### src/hw/rtl/cfcm_pkg.sv
// Package for the CAN frame chunk merge table: sizes, op codes and the structs
// passed between the controller and the chain of slot cells.
// Depends on nothing; every other file imports it.
package cfcm_pkg;

   // Number of slots in the table (1 to 16).
   localparam int SLOT_COUNT = 16;
   localparam int IDX_W      = (SLOT_COUNT > 1) ? $clog2(SLOT_COUNT) : 1;

   // Fixed field widths of the words on the ports.
   localparam int ID_W    = 29;
   localparam int LEN_W   = 4;
   localparam int DATA_W  = 64;
   localparam int SLOT_W  = 4;
   localparam int OP_W    = 2;
   localparam int BYTES   = 8;
   localparam int REQ_W   = 104;
   localparam int RSP_W   = 120;

   // Op codes carried in the request tuser.
   localparam logic [OP_W-1:0] OP_RECV    = 2'd0;
   localparam logic [OP_W-1:0] OP_READ    = 2'd1;
   localparam logic [OP_W-1:0] OP_RELEASE = 2'd2;

   // Controller states.
   typedef enum logic [1:0] {
      ST_IDLE,
      ST_SCAN,
      ST_CALC,
      ST_RESP
   } state_type;

   // Search key broadcast to every cell during a scan.
   typedef struct packed {
      logic [ID_W-1:0]  id;
      logic             rd_en;
      logic [IDX_W-1:0] rd_idx;
   } key_type;

   // Token handed from cell to cell, highest index first.
   typedef struct packed {
      logic              match_hit;
      logic [IDX_W-1:0]  match_idx;
      logic [BYTES-1:0]  match_mask;
      logic              free_hit;
      logic [IDX_W-1:0]  free_idx;
      logic [ID_W-1:0]   rd_id;
      logic [BYTES-1:0]  rd_mask;
      logic [DATA_W-1:0] rd_data;
   } token_type;

   // Table update broadcast to every cell for one cycle.
   typedef struct packed {
      logic              mrg_en;
      logic [IDX_W-1:0]  mrg_idx;
      logic [BYTES-1:0]  mrg_be;
      logic [DATA_W-1:0] mrg_data;
      logic              opn_en;
      logic [IDX_W-1:0]  opn_idx;
      logic [BYTES-1:0]  opn_be;
      logic [DATA_W-1:0] opn_data;
      logic              clr_en;
      logic [IDX_W-1:0]  clr_idx;
      logic [ID_W-1:0]   id;
   } write_type;

endpackage

### src/hw/rtl/cfcm_ctrl.sv
// Controller of the CAN frame chunk merge table: holds the request, times the
// token scan, works out the table update and the result word.
// Depends on cfcm_pkg.
module cfcm_ctrl
   import cfcm_pkg::*;
(
   input  logic              clock,
   input  logic              reset,
   input  logic              req_accept,
   input  logic [OP_W-1:0]   req_op,
   input  logic [ID_W-1:0]   req_frame_id,
   input  logic [LEN_W-1:0]  req_byte_count,
   input  logic [DATA_W-1:0] req_payload,
   input  logic [SLOT_W-1:0] req_slot,
   input  logic              rsp_accept,
   input  token_type         tok,
   output logic              req_ready,
   output logic              rsp_valid,
   output logic [RSP_W-1:0]  rsp_word,
   output key_type           key,
   output write_type         wr
);

   state_type         state_ff, state_in;
   logic [IDX_W-1:0]  cnt_ff, cnt_in;
   logic [OP_W-1:0]   op_ff;
   logic [ID_W-1:0]   fid_ff;
   logic [LEN_W-1:0]  len_ff;
   logic [DATA_W-1:0] payload_ff;
   logic [SLOT_W-1:0] slot_ff;
   write_type         wr_ff, wr_in;
   logic [RSP_W-1:0]  rsp_ff, rsp_in;
   logic              calc_en;
   logic              scan_done;

   // Decode of the held request.
   logic              sel_ok;
   logic [LEN_W-1:0]  len;
   logic              recv_ok;
   logic              match_ok;
   logic [LEN_W-1:0]  start;
   logic [LEN_W-1:0]  room;
   logic [LEN_W-1:0]  used;
   logic [LEN_W-1:0]  rem;
   logic              open_ok;
   logic [LEN_W-1:0]  dropped;

   assign scan_done = (cnt_ff == IDX_W'(SLOT_COUNT - 1));

   // Next state.
   always_comb begin
      state_in = state_ff;
      unique case (state_ff)
         ST_IDLE: if (req_accept) state_in = ST_SCAN;
         ST_SCAN: if (scan_done) state_in = ST_CALC;
         ST_CALC: state_in = ST_RESP;
         ST_RESP: if (rsp_accept) state_in = ST_IDLE;
         default: state_in = ST_IDLE;
      endcase
   end

   // State outputs.
   always_comb begin
      req_ready = 1'b0;
      rsp_valid = 1'b0;
      calc_en   = 1'b0;
      unique case (state_ff)
         ST_IDLE: req_ready = 1'b1;
         ST_SCAN: ;
         ST_CALC: calc_en = 1'b1;
         ST_RESP: rsp_valid = 1'b1;
         default: ;
      endcase
   end

   // Scan counter: steps once for each cell until the token leaves cell 0.
   always_comb begin
      cnt_in = '0;
      if (state_ff == ST_SCAN) begin
         cnt_in = cnt_ff + 1'b1;
      end
   end

   always_ff @(posedge clock) begin
      if (reset) begin
         state_ff <= ST_IDLE;
         cnt_ff   <= '0;
      end else begin
         state_ff <= state_in;
         cnt_ff   <= cnt_in;
      end
   end

   // Request holding registers.
   always_ff @(posedge clock) begin
      if (req_accept) begin
         op_ff      <= req_op;
         fid_ff     <= req_frame_id;
         len_ff     <= req_byte_count;
         payload_ff <= req_payload;
         slot_ff    <= req_slot;
      end
   end

   // Key seen by the cells; reads pick the slot on the way through the chain.
   assign sel_ok     = (32'(slot_ff) < SLOT_COUNT);
   assign key.id     = fid_ff;
   assign key.rd_en  = (op_ff == OP_READ) && sel_ok;
   assign key.rd_idx = IDX_W'(slot_ff);

   // Merge arithmetic: how many bytes fit after the match, how many are left.
   always_comb begin
      len      = (len_ff > LEN_W'(BYTES)) ? LEN_W'(BYTES) : len_ff;
      recv_ok  = (op_ff == OP_RECV) && (fid_ff != '0) && (len != '0);
      match_ok = recv_ok && tok.match_hit && !tok.match_mask[BYTES-1];
      start    = '0;
      for (int j = 0; j < BYTES; j++) begin
         if (tok.match_mask[j]) begin
            start = LEN_W'(j + 1);
         end
      end
      room    = LEN_W'(BYTES) - start;
      used    = match_ok ? ((len < room) ? len : room) : '0;
      rem     = len - used;
      open_ok = recv_ok && (rem != '0) && tok.free_hit;
      dropped = (recv_ok && (rem != '0) && !tok.free_hit) ? rem : '0;
   end

   // Table update, worked out in CALC and registered on its way to the cells.
   always_comb begin
      wr_in          = '0;
      wr_in.id       = fid_ff;
      wr_in.mrg_idx  = tok.match_idx;
      wr_in.opn_idx  = tok.free_idx;
      wr_in.clr_idx  = IDX_W'(slot_ff);
      wr_in.mrg_data = payload_ff << {start[2:0], 3'b000};
      wr_in.opn_data = payload_ff >> {used, 3'b000};
      for (int j = 0; j < BYTES; j++) begin
         wr_in.mrg_be[j] = (LEN_W'(j) >= start) && (LEN_W'(j) < start + used);
         wr_in.opn_be[j] = (LEN_W'(j) < rem);
      end
      if (calc_en) begin
         wr_in.mrg_en = match_ok;
         wr_in.opn_en = open_ok;
         wr_in.clr_en = (op_ff == OP_RELEASE) && sel_ok;
      end
   end

   always_ff @(posedge clock) begin
      if (reset) begin
         wr_ff <= '0;
      end else begin
         wr_ff <= wr_in;
      end
   end

   assign wr = wr_ff;

   // Result word, packed from the lowest bit up.
   always_comb begin
      rsp_in = '0;
      rsp_in[0]      = match_ok;
      rsp_in[4:1]    = match_ok ? SLOT_W'(tok.match_idx) : '0;
      rsp_in[5]      = open_ok;
      rsp_in[9:6]    = open_ok ? SLOT_W'(tok.free_idx) : '0;
      rsp_in[13:10]  = dropped;
      rsp_in[42:14]  = tok.rd_id;
      rsp_in[50:43]  = tok.rd_mask;
      rsp_in[114:51] = tok.rd_data;
   end

   always_ff @(posedge clock) begin
      if (calc_en) begin
         rsp_ff <= rsp_in;
      end
   end

   assign rsp_word = rsp_ff;

endmodule
### config.mk
export PLATFORM = sky130hd
export DESIGN_NAME = cfcm_ctrl
export DESIGN_NICKNAME = d
export VERILOG_FILES = /design/src/hw/rtl/cfcm_pkg.sv /design/src/hw/rtl/cfcm_ctrl.sv
export SDC_FILE = /design/constraint.sdc
export NUM_CORES = 1
export LEC_CHECK = 0
export BUFFER_PORTS_ARGS = -buffer_cell sky130_fd_sc_hd__buf_2
export CORE_AREA = 2 2 222 224
export CTS_BUF_LIST = sky130_fd_sc_hd__clkbuf_8
export DETAILED_ROUTE_END_ITERATION = 6
export DIE_AREA = 0 0 224 226
export PLACE_DENSITY = 0.54
export SYNTH_ARGS = -nofsm -noshare
export SYNTH_HDL_FRONTEND = slang
export SYNTH_SLANG_ARGS = --single-unit
### constraint.sdc
create_clock -name clock -period 10.33 [get_ports clock]
set_clock_uncertainty 0.15 [all_clocks]
set_input_delay 2.066 -clock clock [delete_from_list [all_inputs] [get_ports clock]]
set_output_delay 2.066 -clock clock [all_outputs]
set_load 0.005 [all_outputs]
== Word-level counts from Yosys, hierarchy flattened ==
Cells that the tools add are included.

* Input bits: 226
* Output and inout port bits: 344
* Logic and storage cells: 108
* Register bits: 412

* Reductions and logical operators: 25
* $add $sub $neg: 4
* Equal/unequal tests: 9
* Order comparisons: 26
* Muxes and demuxes: 18
* Shift-type cells: 2
* Bitwise operators: 2

{| class="wikitable"
|+ Operators by type and width
! kind !! count
|-
| $shl A64 B6 Y64 || 1
|-
| $shr A64 B7 Y64 || 1
|-
| $mux W4 || 10
|-
| $lt A3 B4 Y1 const A || 8
|-
| $reduce_bool A29 Y1 || 1
|-
| $ge A3 B4 Y1 const A || 4
|-
| $lt A1 B4 Y1 const A || 4
|-
| $lt A2 B4 Y1 const A || 4
|-
| $logic_and A1 B1 Y1 || 15
|-
| $ge A1 B4 Y1 const A || 2
|-
| $ge A2 B4 Y1 const A || 2
|-
| $pmux W2 S4 || 1
|-
| $reduce_bool A4 Y1 || 2
|-
| $eq A2 B2 Y1 const B || 3
|-
| $mux W2 || 3
|-
| $ne A2 B2 Y1 const B || 3
|-
| $add A4 B1 Y4 const B || 1
|-
| $add A4 B4 Y4 || 1
|-
| $eq A2 B1 Y1 const B || 2
|-
| $eq A4 B4 Y1 const B || 1
|-
| $gt A4 B4 Y1 const B || 1
|-
| $logic_not A2 Y1 || 2
|-
| $lt A4 B4 Y1 || 1
|-
| $mux W1 || 4
|-
| other kinds (6) || 9
|}

== Logic depth before layout (Yosys ltp) ==
* Word-level depth: 16
* Depth in mapped cells: 25
* Gate-level depth less buffers: 20

== Worst setup path before layout ==
OpenSTA, ideal clock, no wires.

* Kind: input to register
* Start point: input tok[112] (netlist bit)
* End point: register rsp_ff[6], in the netlist rsp_word[6], data pin
* Cell stages on the path: 23
* Data required time: 10.048 ns
* Path buffers: 6
* Setup time: 0.132 ns
* Arrival: 6.823 ns
* Slack: 3.225 ns
* Cell sequence: nor2_1 -> o31ai_1 -> and2_1 -> buf_2 -> clkinv_1 -> clkbuf_1 -> clkbuf_1 -> ha_1 -> inv_1 -> ha_1 -> or2_1 -> a311oi_4 -> o21a_1 -> o21a_1 -> buf_4 -> buf_6 -> buf_2 -> inv_1 -> fa_1 -> xor2_1 -> nor3_1 -> a211oi_1 -> and2_1

* Cells in the longest elaborated chain, start to end: 10

{| class="wikitable"
|+ RTL lines
! item !! RTL line !! text
|-
| start, declared || cfcm_ctrl.sv:16 || <nowiki>input token_type tok,</nowiki>
|-
| $mux W4 (*) (2 in series) || cfcm_ctrl.sv:118 || <nowiki>if (tok.match_mask[j]) begin</nowiki>
|-
| $sub A4 B4 Y4 (*) || cfcm_ctrl.sv:122 || <nowiki>room = LEN_W'(BYTES) - start;</nowiki>
|-
| $lt A4 B4 Y1 || cfcm_ctrl.sv:123 || <nowiki>used = match_ok ? ((len < room) ? len : room) : '0;</nowiki>
|-
| $mux W4 (*) (2 in series) || cfcm_ctrl.sv:123 ||
|-
| $sub A4 B4 Y4 (*) || cfcm_ctrl.sv:124 || <nowiki>rem = len - used;</nowiki>
|-
| $reduce_bool A4 Y1 (*) || cfcm_ctrl.sv:125 || <nowiki>open_ok = recv_ok && (rem != '0) && tok.free_hit;</nowiki>
|-
| $logic_and A1 B1 Y1 (*) (2 in series) || cfcm_ctrl.sv:125 ||
|-
| net open_ok || cfcm_ctrl.sv:45 || <nowiki>logic open_ok;</nowiki>
|-
| end signal, assigned || cfcm_ctrl.sv:174 || <nowiki>rsp_ff <= rsp_in;</nowiki>
|-
| end, declared || cfcm_ctrl.sv:32 || <nowiki>logic [RSP_W-1:0] rsp_ff, rsp_in;</nowiki>
|}

The timed path passes the listed nets; every way through them passes the cells marked *.
A chain may end at the register's enable or synchronous reset.

== Final worst setup path ==
* Start point: input tok[109] (netlist bit)
* End point: register wr_ff, in the netlist wr[180]

* Cells in the longest elaborated chain, start to end: 12
* Elaborated cells on any way between the ends: 13
* Classes of those cells: add/sub: 2; order compare: 3; mux: 7; reduce/logical: 1

{| class="wikitable"
|+ RTL lines
! item !! RTL line !! text
|-
| $mux W4 (*) (5 in series) || cfcm_ctrl.sv:118 ||
|-
| $sub A4 B4 Y4 || cfcm_ctrl.sv:122 ||
|-
| $lt A4 B4 Y1 || cfcm_ctrl.sv:123 ||
|-
| $mux W4 (2 in series) || cfcm_ctrl.sv:123 ||
|-
| $add A4 B4 Y4 || cfcm_ctrl.sv:139 || <nowiki>wr_in.mrg_be[j] = (LEN_W'(j) >= start) && (LEN_W'(j) < start + used);</nowiki>
|-
| $lt A3 B4 Y1 || cfcm_ctrl.sv:139 ||
|-
| $logic_and A1 B1 Y1 (*) || cfcm_ctrl.sv:139 ||
|-
| end signal, assigned || cfcm_ctrl.sv:153 || <nowiki>wr_ff <= wr_in;</nowiki>
|-
| end, declared || cfcm_ctrl.sv:31 || <nowiki>write_type wr_ff, wr_in;</nowiki>
|}

Every way passes the cells marked *; elsewhere a longest branch is shown, timed or not.

==> flow_summary.ini <==
[clock_network]
cts_buffer_depth = 3
cts_htree_levels = 3
path_clk_slew_ns = 0.05
cts_buffers = 73
cts_num_sinks = 412
root_buffer = clkbuf_8
cts.hold.buffers_added = 0
cts_resized = 0
cts_tree = done
cts_setup_buffers = 0
clk_latency_ns = 0.64

[routing]
ant_nets = 0
routed_wl_um = 57500
dr.pass1.iters = 5
via_per_inst = 4.83
wl_per_cell_um = 22.9
num_vias = 12121
drc = 0
drt_iter0_drc = 691

[timing]
tightest_slew_ns = 1.05
fmax_ghz = 0.131
layout_setup_ws_ns = 2.68
finalSetupTns_ns = 0
drv_slew = 0
final-setup-viol-count = 0
period_needed_ns = 7.65
slew_headroom = 0.300
rsz0062_at_grt = no
period_share = 0.741
hold_viol = 0

[yosys]
synth_warnings = 0
synth_area_um2 = 15800
seq_area_frac_synth = 0.661
syn_inst = 1276
synth-seq-cells = 412
synthArstFlopShare = 0
synth_flop_cell = edfxtp_1
synth_edf_count = 218
syn_area_per_cell_um2 = 12.4
ys_types = 65

[setup_path]
cp-end-kind = flop
crit_required_ns = 10.67
cp-start-kind = primary input
cp.arrival_ns = 8.00
crit_type = in -> reg
crit_fanout = 60

[power]
pwr_density_cell_nw_per_um2 = 205
ir_drop_mv = 0.103
p_leak_nw = 9.22

[floorplanning]
start_util = 0.327
boundaryPins = 570
fp.dieW_um = 224
core-area_um2 = 48300
dieArea_um2 = 50600
die_h_um = 226
num_rows = 81

[cells_and_area]
n_fill_cell = 4675
area_delta_synth_final_pct = 29.1
drive_gt1_frac = 0.382
fin_nets = 2074

[placed_design]
hpwlAfterDp_um = 43900
gp_congestion = 0.940
preCtsSetupSlack_ns = 2.09
io_buffers = 564

[grt]
grt_usage = 0.221
antenna_found_initial = 2
grt_pass1_wl_um = 81000
grt_pass1_vias = 12228
grt_overflow_total = 0
grt_max_degree = 83

[outcome]
outcome = finished, final reports clean

[run]
cap_violations = 0

[min_path]
hold_class = reg -> reg
[through the flow]
step                 util  hold slack [ns]  instances  area, um2  power (mW)
floorplan               -            0.268       1280      15800        2.39
global placement    0.392            0.277       2377      19000        2.76
detailed placement  0.392            0.289       2377      19000        2.76
CTS                 0.422            0.302       2508      20400        4.24
global route        0.422            0.321       2510      20400        4.37
finish              0.422            0.300       2511      20400        4.17
[worst max-delay path, cell delays in order]
cell and delay, ns:
buf_2 0.12, o31ai_1 0.60, and2_2 0.26, buf_4 0.50, clkinv_1 0.13, buf_4 0.32
ha_1 0.35, inv_1 0.06, ha_1 0.26, or2_1 0.24, a311oi_4 0.55, o21a_1 0.26
o21a_2 0.14, buf_4 0.46, inv_4 0.41, fa_1 0.52, xor2_1 0.43, or2_2 0.20
a21oi_1 0.06
[Yosys cell counts, types with 19 or more instances]
master    count  area [um2]
buf_4        41         308
a21oi_1      27         135
edfxtp_1    218        6550
mux2_2       21         236
nand2_1     190         713
dfxtp_1     194        3880
o21ai_0      38         190
and2_1       35         219
mux2i_1      81         811
nor2_1       73         274
nor2b_1      48         300
nand3_1      51         255
clkbuf_1     38         143
inv_1        19        71.3
[path summary, 6_finish.rpt]
check                           startpoint  depth (start not counted)         to  slack, ns
worst max register to register   len_ff[3]                         12    wr[180]       5.53
worst max-delay path              tok[109]                         19    wr[180]       2.68
worst min register to register   cnt_ff[0]                          1  cnt_ff[0]       0.30
worst min-delay path             cnt_ff[0]                          1  cnt_ff[0]       0.30
[placed cells by master (no fill, tap or decap), types with 6 or more instances in the layout]
cell and n:
and2_1 34, ha_1 15, nand3_1 51, buf_2 563, mux2i_1 81, dfxtp_1 194
a32o_1 15, o21a_1 10, nor3_1 8, clkbuf_8 88, nor2_1 73, mux2_2 21
o21ai_0 38, nor4_1 10, nand2_1 190, o211ai_1 6, o31ai_1 10, edfxtp_1 218
clkinv_2 6, and3_1 9, a22oi_1 8, inv_1 51, a21oi_1 27, buf_4 13
nor2b_1 48, o22ai_1 16, a22o_1 7
[report_power, final]
part	leakage (nW)	total (mW)	internal (mW)	switching, mW
Combinational	4.69	0.638	0.258	0.380
Clock	0.856	1.45	0.795	0.657
Sequential	3.67	2.08	1.97	0.111
[metal layers]
metal  track usage  up-vias  part of all wire
met3        0.0492      107             0.060
met5             0        -                 0
met2         0.411      507              0.54
met4         0.100        0             0.036
li1              -     5616                 -
met1         0.240     5891              0.37
[area by class of cell]
class	instances	area [um2]	share of cell area
sequential	412	10400	0.512
antenna	3	7.51	0.000368
multi-input combinational	744	4750	0.233
tap	622	778	0.0382
inverter	23	88.8	0.00436
timing repair buffer	576	2920	0.143
clock buffer	88	1210	0.0594
clock inverter	43	208	0.0102
[cell families (layout without fill, tap and decap cells)]
family	after synthesis	after routing	synth area share
multiplexers	107	107	0.0735
AND/OR/NAND/NOR	443	443	0.131
adder cells (fa/ha/maj)	18	18	0.0152
other	1	8	0.000238
buffers and inverters	124	730	0.0420
AO/OA/AOI/OAI	163	163	0.0724
XOR/XNOR	8	8	0.00491
flip-flops	412	412	0.661
[registers in the layout, indices dropped and copies added (netlist names)]
| name | flops |
|---|---|
| rsp_word | 115 |
| slot_ff | 4 |
| state_ff | 2 |
| payload_ff | 64 |
| len_ff | 4 |
| wr | 188 |
| op_ff | 2 |
| cnt_ff | 4 |
| fid_ff | 29 |
Power figures use the tool's default switching activity.
