### src/hw/rtl/cfcm_pkg.sv
// Package for the CAN frame chunk merge table: sizes, op codes and the structs
// passed between the controller and the chain of slot cells.
// Depends on nothing; every other file imports it.
package cfcm_pkg;

   // Number of slots in the table (1 to 16).
   localparam int SLOT_COUNT = 16;
   localparam int IDX_W      = (SLOT_COUNT > 1) ? $clog2(SLOT_COUNT) : 1;

   // Fixed field widths of the words on the ports.
   localparam int ID_W    = 29;
   localparam int LEN_W   = 4;
   localparam int DATA_W  = 64;
   localparam int SLOT_W  = 4;
   localparam int OP_W    = 2;
   localparam int BYTES   = 8;
   localparam int REQ_W   = 104;
   localparam int RSP_W   = 120;

   // Op codes carried in the request tuser.
   localparam logic [OP_W-1:0] OP_RECV    = 2'd0;
   localparam logic [OP_W-1:0] OP_READ    = 2'd1;
   localparam logic [OP_W-1:0] OP_RELEASE = 2'd2;

   // Controller states.
   typedef enum logic [1:0] {
      ST_IDLE,
      ST_SCAN,
      ST_CALC,
      ST_RESP
   } state_type;

   // Search key broadcast to every cell during a scan.
   typedef struct packed {
      logic [ID_W-1:0]  id;
      logic             rd_en;
      logic [IDX_W-1:0] rd_idx;
   } key_type;

   // Token handed from cell to cell, highest index first.
   typedef struct packed {
      logic              match_hit;
      logic [IDX_W-1:0]  match_idx;
      logic [BYTES-1:0]  match_mask;
      logic              free_hit;
      logic [IDX_W-1:0]  free_idx;
      logic [ID_W-1:0]   rd_id;
      logic [BYTES-1:0]  rd_mask;
      logic [DATA_W-1:0] rd_data;
   } token_type;

   // Table update broadcast to every cell for one cycle.
   typedef struct packed {
      logic              mrg_en;
      logic [IDX_W-1:0]  mrg_idx;
      logic [BYTES-1:0]  mrg_be;
      logic [DATA_W-1:0] mrg_data;
      logic              opn_en;
      logic [IDX_W-1:0]  opn_idx;
      logic [BYTES-1:0]  opn_be;
      logic [DATA_W-1:0] opn_data;
      logic              clr_en;
      logic [IDX_W-1:0]  clr_idx;
      logic [ID_W-1:0]   id;
   } write_type;

endpackage

### src/hw/rtl/cfcm_cell.sv
// One slot of the CAN frame chunk merge table: ID, mask and data registers,
// plus one stage of the search token chain. Depends on cfcm_pkg.
module cfcm_cell
   import cfcm_pkg::*;
(
   input  logic             clock,
   input  logic             reset,
   input  logic [IDX_W-1:0] cell_index,
   input  key_type          key,
   input  write_type        wr,
   input  token_type        tok_in,
   output token_type        tok_out
);

   logic [ID_W-1:0]   id_ff,   id_in;
   logic [BYTES-1:0]  mask_ff, mask_in;
   logic [DATA_W-1:0] data_ff, data_in;
   token_type         pass_ff, pass_in;

   // Token stage: the first matching cell from the top claims the match, and
   // free cells seen before it leave the lowest free index in the token.
   always_comb begin
      pass_in = tok_in;
      if (!tok_in.match_hit) begin
         if (id_ff == key.id) begin
            pass_in.match_hit  = 1'b1;
            pass_in.match_idx  = cell_index;
            pass_in.match_mask = mask_ff;
         end else if (id_ff == '0) begin
            pass_in.free_hit = 1'b1;
            pass_in.free_idx = cell_index;
         end
      end
      if (key.rd_en && (key.rd_idx == cell_index)) begin
         pass_in.rd_id   = id_ff;
         pass_in.rd_mask = mask_ff;
         pass_in.rd_data = data_ff;
      end
   end

   // Slot update: release, append to a match, or claim as a new slot.
   always_comb begin
      id_in   = id_ff;
      mask_in = mask_ff;
      data_in = data_ff;
      if (wr.clr_en && (wr.clr_idx == cell_index)) begin
         id_in   = '0;
         mask_in = '0;
         data_in = '0;
      end else if (wr.mrg_en && (wr.mrg_idx == cell_index)) begin
         mask_in = mask_ff | wr.mrg_be;
         for (int j = 0; j < BYTES; j++) begin
            if (wr.mrg_be[j]) begin
               data_in[8*j +: 8] = wr.mrg_data[8*j +: 8];
            end
         end
      end else if (wr.opn_en && (wr.opn_idx == cell_index)) begin
         id_in   = wr.id;
         mask_in = wr.opn_be;
         for (int j = 0; j < BYTES; j++) begin
            if (wr.opn_be[j]) begin
               data_in[8*j +: 8] = wr.opn_data[8*j +: 8];
            end
         end
      end
   end

   // Slot contents reset to a free, empty slot.
   always_ff @(posedge clock) begin
      if (reset) begin
         id_ff   <= '0;
         mask_ff <= '0;
         data_ff <= '0;
      end else begin
         id_ff   <= id_in;
         mask_ff <= mask_in;
         data_ff <= data_in;
      end
   end

   // The token stage is flushed by every scan and needs no reset.
   always_ff @(posedge clock) begin
      pass_ff <= pass_in;
   end

   assign tok_out = pass_ff;

endmodule

### config.mk
export PLATFORM = sky130hd
export DESIGN_NAME = cfcm_cell
export DESIGN_NICKNAME = d
export VERILOG_FILES = /design/src/hw/rtl/cfcm_pkg.sv /design/src/hw/rtl/cfcm_cell.sv
export SDC_FILE = /design/constraint.sdc
export NUM_CORES = 1
export LEC_CHECK = 0
export BUFFER_PORTS_ARGS = -buffer_cell sky130_fd_sc_hd__buf_2
export CELL_PAD_IN_SITES_DETAIL_PLACEMENT = 1
export CELL_PAD_IN_SITES_GLOBAL_PLACEMENT = 1
export CORE_AREA = 2 2 180 182
export CTS_CLUSTER_SIZE = 12
export DETAILED_ROUTE_END_ITERATION = 6
export DIE_AREA = 0 0 182 184
export GPL_TIMING_DRIVEN = 0
export HOLD_SLACK_MARGIN = 0.05
export PLACE_DENSITY = 0.77
export SYNTH_ARGS = -nofsm -noshare
export SYNTH_HDL_FRONTEND = slang
export SYNTH_SLANG_ARGS = --single-unit
### constraint.sdc
create_clock -name clock -period 2.4 [get_ports clock]
set_input_delay 0.24 -clock clock [delete_from_list [all_inputs] [get_ports clock]]
set_output_delay 0.24 -clock clock [all_outputs]
set_load 0.03 [all_outputs]
# After elaboration in Yosys (flattened, before gate mapping)
# Index checks and enable logic that the tools add are counted.
[op_classes]
n_eq_ne = 13
muxes = 25
n_bitwise = 2
reduce_logical = 24
[ops]
columns = ["operator", "n"]
rows = [
  ["$mux W8", 18],
  ["$mux W64", 2],
  ["$mux W101", 1],
  ["$eq A29 B29 Y1", 1],
  ["$logic_not A29 Y1", 1],
  ["$reduce_and A3 Y1", 8],
  ["$reduce_bool A2 Y1", 9],
  ["$mux W17", 1],
  ["$eq A4 B4 Y1", 4],
  ["$ne A2 B2 Y1 const B", 8],
  ["$mux W13", 1],
  ["$mux W5", 2],
  ["$or A8 B8 Y8", 1],
  ["$logic_and A1 B1 Y1", 4],
  ["$reduce_and A2 Y1", 1],
  ["$reduce_or A2 Y1", 1],
  ["$not A1 Y1", 1],
]
[totals]
ff_bits = 220
inputBits = 347
out_inout_bits = 119
elab_cells = 82

# Depth between registers and ports, before layout
# Gate-level depths: netlist (run 1).
[depth]
depth_word = 4
ltp_mapped = 10
mapped_depth_nobuf = 5

# Worst setup path after synthesis (run 1)
# OpenSTA, ideal clock, no wires.
[synth_path]
path_kind = "register to register"
start = "register id_ff[15]"
end = "register pass_ff, in the netlist tok_out[107]"
setup_ns = 0.123
arrival_time_ns = 1.729
required_ns = 2.277
slack_ns = 0.547
path_stages_with_launch = 7
synth_period_minus_slack_ns = 1.853
cell_sequence = "dfxtp_1 xor2_1 nor4_1 nand4_1 nor3_1 buf_4 mux2_1"
[synth_rtl]
columns = ["item", "line", "rtl"]
rows = [
  ["start: declaration", "cfcm_cell.sv:15", "logic [ID_W-1:0] id_ff, id_in;"],
  ["start signal: assignment", "cfcm_cell.sv:75", "id_ff <= id_in;"],
  ["end signal: assignment", "cfcm_cell.sv:83", "pass_ff <= pass_in;"],
  ["end: declaration", "cfcm_cell.sv:18", "token_type pass_ff, pass_in;"],
]

==> flow_summary_export.csv, run 1 <==
group,metric,value,unit
min_path,hold_path_end,"tok_out[114]",
worst_setup_path,timing.critical_path.buf_inv,2,
floorplan,die_area,33500,um^2
worst_setup_path,cp-start-kind,"register",
clock_tree,cts_sinks,220,
timing,fin_tns_setup,0,ns
clock_tree,clock_latency,0.53,ns
run,cap_violations,0,
final_layout,layout.cells.most_common,"buf_2",
min_path,min_path_type,"primary input to register",
logic_synthesis,avgSynthCellArea,10.5,um^2
drt,via_per_inst,5.20,
clock_tree,cts_tree,"yes",
drt,dr.pass1.iters,6,
timing,skew,0.00988,ns
grt,grt_overflow_total,0,
timing,hold_violations,0,
timing,relSlewSlack,32.0,%
grt,grt_max_degree,13,
place,hpwl,31900,um
place,postPlaceCellArea,12200,um^2
power_and_ir_drop,p_leak,6.60,nW
power_and_ir_drop,vdd_drop_max,0.000445,V
logic_synthesis,ys_ff_latch,220,
min_path,worstHoldStart,"cell_index[0]",
final_layout,drive_gt1_share,44.5,%
floorplan,pin_count,466,
worst_setup_path,slowest_stage,"nor4_1",
floorplan,rows,65,
place,gp_congestion,0.873,
clock_tree,clk_pin_slew,0.06,ns
worst_setup_path,critical-path-top-delay-family,"simple AND/OR/NAND/NOR gates",
floorplan,die_h,184,um
grt,grt_pass1_vias,11300,
logic_synthesis,synth_area,9410,um^2
clock_tree,clockRootBuffer,"clkbuf_16",
timing,fin_crit,2.34,ns
timing,fmax,0.427,GHz
final_layout,final_cell_mix,"buf_2, dfxtp_1, dlygate4sd3_1",
timing,worstMarginPinSlew,1.02,ns
floorplan,core_region_area,31400,um^2
timing,worst_hold_slack,0.0789,ns
timing,fin_crit_sh,97.7,%
worst_setup_path,critical_path_arrival,2.76,ns
worst_setup_path,cp_cell_sequence,"xor2_1 > nor4_1 > nand4_1 > buf_4 > nor3_4 > buf_6 > mux2_1",
timing,slew_viol_final,0,
outcome,status,"completed",
logic_synthesis,yosys_warnings,0,
drt,drc_errors,0,
clock_tree,cts_buffers,27,
logic_synthesis,synth_fp_nets,1244,
worst_setup_path,r2r_slack,0.06,ns
worst_setup_path,worst-path-max-fanout,10,
drt,drt_wl_total,46700,um
grt,grtUsageTotal,26.5,%
timing,setup_violations,0,
place,portBuffers,460,
drt,drt-wirelength-per-cell,23.7,um
final_layout,area_delta_synth_final,56.3,%
final_layout,design_area,14700,um^2
drt,ant_nets,0,
clock_tree,h-tree-depth,1,
grt,antenna_found_initial,10,
drt,drt_iter0_drc,390,
drt,vias,10300,
worst_setup_path,required,2.81,ns
worst_setup_path,reg2reg_from,"id_ff[22]",
min_path,hold_depth,2,
logic_synthesis,seq_area_frac_synth,46.8,%
clock_tree,clk_path_buf_depth,3,
floorplan,die_w,182,um
final_layout,num-nets-final,1889,
grt,grt_pass1_wl,67800,um
power_and_ir_drop,p_per_area,665,nW/um^2
worst_setup_path,crit_type,"register to register",
worst_setup_path,r2r-end,"tok_out[113]",
floorplan,start_util,30.0,%
logic_synthesis,synth.distinct_cells,34,
worst_setup_path,cp_slowest_stage_delay,0.47,ns
logic_synthesis,syn_inst,897,
worst_setup_path,end_kind,"register",
worst_setup_path,reg2reg_depth,7,
==> worst reg2reg max path, delay by kind of cell, from the launching register on <==
family | cells | cell delay [ns]
multiplexers | 1 | 0.37
XOR/XNOR | 1 | 0.21
AND/OR/NAND/NOR | 3 | 0.85
buffers and inverters | 2 | 0.45
flip-flops | 1 | 0.35
==> Yosys cell counts (all sizes together) <==
library cell / instances / area share [%]
o21ai: 65 / 3.5
xor2: 35 / 3.3
dfxtp: 220 / 47
nor4: 13 / 0.86
mux2: 117 / 14
xnor2: 7 / 0.73
o211ai: 65 / 5.2
a21o: 1 / 0.080
buf: 66 / 5.0
o2111ai: 1 / 0.093
nand4: 5 / 0.33
nand3: 73 / 3.9
o2111a: 1 / 0.12
nand2b: 6 / 0.40
a211o: 1 / 0.093
and2: 1 / 0.067
o311a: 64 / 6.8
and3: 8 / 0.53
nor3: 4 / 0.21
and4: 1 / 0.12
nand2: 60 / 2.4
a21oi: 30 / 1.6
a211oi: 17 / 2.5
clkbuf: 23 / 0.92
nor2: 11 / 0.44
inv: 2 / 0.080
==> per-stage QoR <==
| stage | power [mW] | util, % | setup slack, ns | instances |
|---|---|---|---|---|
| after floorplan | 4.81 | - | 0.547 | 897 |
| after global placement | 5.44 | 38.9 | -0.877 | 1759 |
| after detailed placement | 5.48 | 39.0 | -0.826 | 1760 |
| after CTS | 9.79 | 46.7 | 0.0598 | 1961 |
| after global routing | 10.1 | 46.8 | -0.0116 | 1969 |
| final | 9.78 | 46.8 | 0.0563 | 1971 |
==> cell type report <==
class                   count  area [um^2]
well taps                 402          503
diodes                      8         20.0
repair buffers            616         3860
clock buffers              38          767
inverters                   2         7.51
plain buffers              89          563
multi-input cells         586         4470
clock inverters            10          110
flip-flops and latches    220         4400
fillers                  3568        16700
==> registers in the layout, summed over array words and instances (netlist names) <==
register,flops
data_ff,64
mask_ff,8
id_ff,29
tok_out,119
==> per-layer routing <==
layer	vias to the layer above	track usage [%]	share of wire, %
li1	4646	-	-
met1	4942	28.2	37
met2	509	48.9	51
met3	151	5.86	6.6
met4	4	14.4	5.5
met5	-	0	0.058
==> report_power, final <==
group | total (mW) | switching, mW | internal (mW)
Clock | 4.12 | 1.69 | 2.43
Combinational | 1.72 | 0.961 | 0.759
Sequential | 3.93 | 0.0880 | 3.85
==> timing repair <==
| action | in CTS | in global routing |
|---|---|---|
| endpoints found under the setup margin | 106 | 16 |
| endpoints found under the hold margin | 148 | 0 |
| resized for setup | 5 | 1 |
| buffers inserted | 2 | 2 |
| pin swaps | 2 | 3 |
| hold buffers | 151 | 0 |
==> logic make-up (layout without fill, tap and decap cells) <==
family	after synthesis	in the layout	share of synthesized area, %
buf+inv	91	755	6.01
xor+xnor	42	42	3.99
compound gates	245	245	19.9
simple gates	182	182	9.25
other cells	0	8	0
mux	117	117	14.0
flops	220	220	46.8
==> worst max path at each step <==
stage,cells after the start,startpoint,end
final,7,id_ff[22],tok_out[113]
after floorplan,6,id_ff[15],tok_out[107]
after CTS,6,cell_index[0],tok_out[44]
after global routing,7,id_ff[5],tok_out[111]
after global placement,6,cell_index[0],tok_out[44]
after detailed placement,6,cell_index[1],tok_out[44]
Power figures use the tool's default switching activity.
==> inputs of run 2 (changes only) <==
==> constraint.sdc (replaced) <==
create_clock -name clock -period 2.4 [get_ports clock]
set_input_delay 0.12 -clock clock [delete_from_list [all_inputs] [get_ports clock]]
set_output_delay 0.12 -clock clock [all_outputs]
set_load 0.03 [all_outputs]
==> flow_summary_export.csv, run 2 (synthesis gave the netlist of run 1 again) <==
group,metric,value,unit
outcome,status,"completed",
final_layout,final_cell_mix,"buf_2, dlygate4sd3_1, dfxtp_1",
clock_tree,clock_latency,0.54,ns
final_layout,largest_reg_flops,119,
timing,fmax,0.424,GHz
drt,drc_errors,0,
final_layout,nFillCells,3540,
timing,finalWorstSetupSlack,0.0391,ns
final_layout,multi_input_area,4470,um^2
floorplan,start_util,30.0,%
grt,grt_pass1_wl,75700,um
power_and_ir_drop,vdd_drop_max,0.000474,V
min_path,min_path_type,"primary input to register",
worst_setup_path,end_kind,"register",
drt,drt_wl_total,52200,um
place,gp_congestion,0.873,
final_layout,area_delta_synth_final,70.2,%
drt,drt-wirelength-per-cell,24.8,um
run,cap_violations,0,
worst_setup_path,cp_slowest_stage_delay,0.48,ns
place,portBuffers,460,
floorplan,pin_count,466,
timing,slew_viol_final,0,
final_layout,post-route-util,51.0,%
worst_setup_path,critical-path-top-delay-family,"simple AND/OR/NAND/NOR gates",
final_layout,drive_gt1_share,41.2,%
grt,grt_pass1_vias,12700,
clock_tree,clockRootBuffer,"clkbuf_16",
floorplan,core_region_area,31400,um^2
timing,fin_crit,2.36,ns
power_and_ir_drop,p_total,9.97,mW
drt,dr.pass1.iters,5,
grt,grt_max_degree,13,
final_layout,stdcell_count,2103,
drt,via_per_inst,5.31,
clock_tree,h-tree-depth,1,
worst_setup_path,cp_cell_sequence,"xor2_1 > nor3_2 > nand4_1 > buf_4 > nor3_4 > buf_6 > mux2_1",
worst_setup_path,required,2.80,ns
clock_tree,cts_sinks,220,
clock_tree,clk_path_buf_depth,3,
place,place_ws,-0.794,ns
timing,setup_violations,0,
worst_setup_path,worst-path-max-fanout,10,
place,dpl.cell_count,1760,
grt,grt_overflow_total,0,
timing,fin_crit_sh,98.4,%
timing,relSlewSlack,35.7,%
worst_setup_path,cp-start-kind,"register",
drt,vias,11200,
timing,skew,0.0183,ns
final_layout,num-nets-final,2018,
clock_tree,clk_pin_slew,0.06,ns
floorplan,die_area,33500,um^2
place,hpwl,31900,um
power_and_ir_drop,p_leak,6.97,nW
timing,fin_tns_setup,0,ns
timing,worstMarginPinSlew,0.965,ns
worst_setup_path,slowest_stage,"dfxtp_1",
drt,drt_iter0_drc,508,
worst_setup_path,timing.critical_path.buf_inv,2,
floorplan,rows,65,
final_layout,layout.cells.most_common,"buf_2",
floorplan,die_h,184,um
worst_setup_path,critical_path_arrival,2.76,ns
clock_tree,cts_buffers,27,
timing,hold_violations,0,
grt,grtUsageTotal,29.5,%
floorplan,die_w,182,um
final_layout,regArea,4400,um^2
clock_tree,cts_tree,"yes",
grt,antenna_found_initial,13,
worst_setup_path,crit_type,"register to register",
power_and_ir_drop,p_per_area,623,nW/um^2
drt,ant_nets,0,
-- run 2: cell types whose count changed in the layout (fill, tap and decap cells not counted), sizes merged --
| cell | previous run | this run |
|---|---|---|
| buf | 531 | 532 |
| diode | 8 | 11 |
| dlygate4sd3 | 151 | 279 |
-- run 2: worst paths after layout --
check | start | end | slack [ns] | depth (start not counted)
max | id_ff[11] | tok_out[110] | 0.04 | 7
max reg2reg | id_ff[11] | tok_out[110] | 0.04 | 7
min | wr[54] | data_ff[20] | 0.09 | 4
min reg2reg | data_ff[19] | tok_out[19] | 0.48 | 1
-- run 2: final cells by class --
type,instances,area share [%]
Timing Repair Buffer,745,32.2
Inverter,2,0.0469
Sequential cell,220,27.5
Clock buffer,38,4.79
Clock inverter,10,0.688
Multi-Input combinational cell,586,28.0
Buffer,89,3.52
Antenna cell,11,0.172
Tap cell,402,3.14
-- run 2: routing by layer --
layer | global-route usage [%] | part of all wire [%] | vias to the layer above
met1 | 30.7 | 36 | 5476
met4 | 17.6 | 5.8 | 4
met5 | 0 | 0.052 | -
li1 | - | - | 4896
met2 | 54.8 | 52 | 614
met3 | 6.02 | 6.5 | 184
-- run 2: tightest hold or removal path: stages --
cell and delay [ns]:
buf_2 0.09, o21ai_0 0.12, o211ai_1 0.11, o311a_1 0.13
-- run 2: what timing repair did --
action / in CTS / in global routing
setup endpoints to repair: 71 / 33
hold endpoints to repair: 212 / 0
pin swaps: 2 / 3
hold buffers: 279 / 0
gates resized for setup: 5 / 2
setup buffers: 2 / 3
-- run 2: report_power, final --
part / internal, mW / switching (mW) / leakage, nW
Sequential: 3.85 / 0.0965 / 1.82
Clock: 2.43 / 1.70 / 0.420
Combinational: 0.857 / 1.03 / 4.73
-- run 2: metrics by stage --
| step | cell area [um^2] | hold slack (ns) |
|---|---|---|
| 6_report | 16000 | 0.0917 |
| 5_1_grt | 16000 | 0.0637 |
| 4_1_cts | 15900 | 0.0577 |
| 3_5_place_dp | 12200 | 0.309 |
| 3_3_place_gp | 12200 | 0.305 |
| 2_1_floorplan | 9410 | 0.221 |
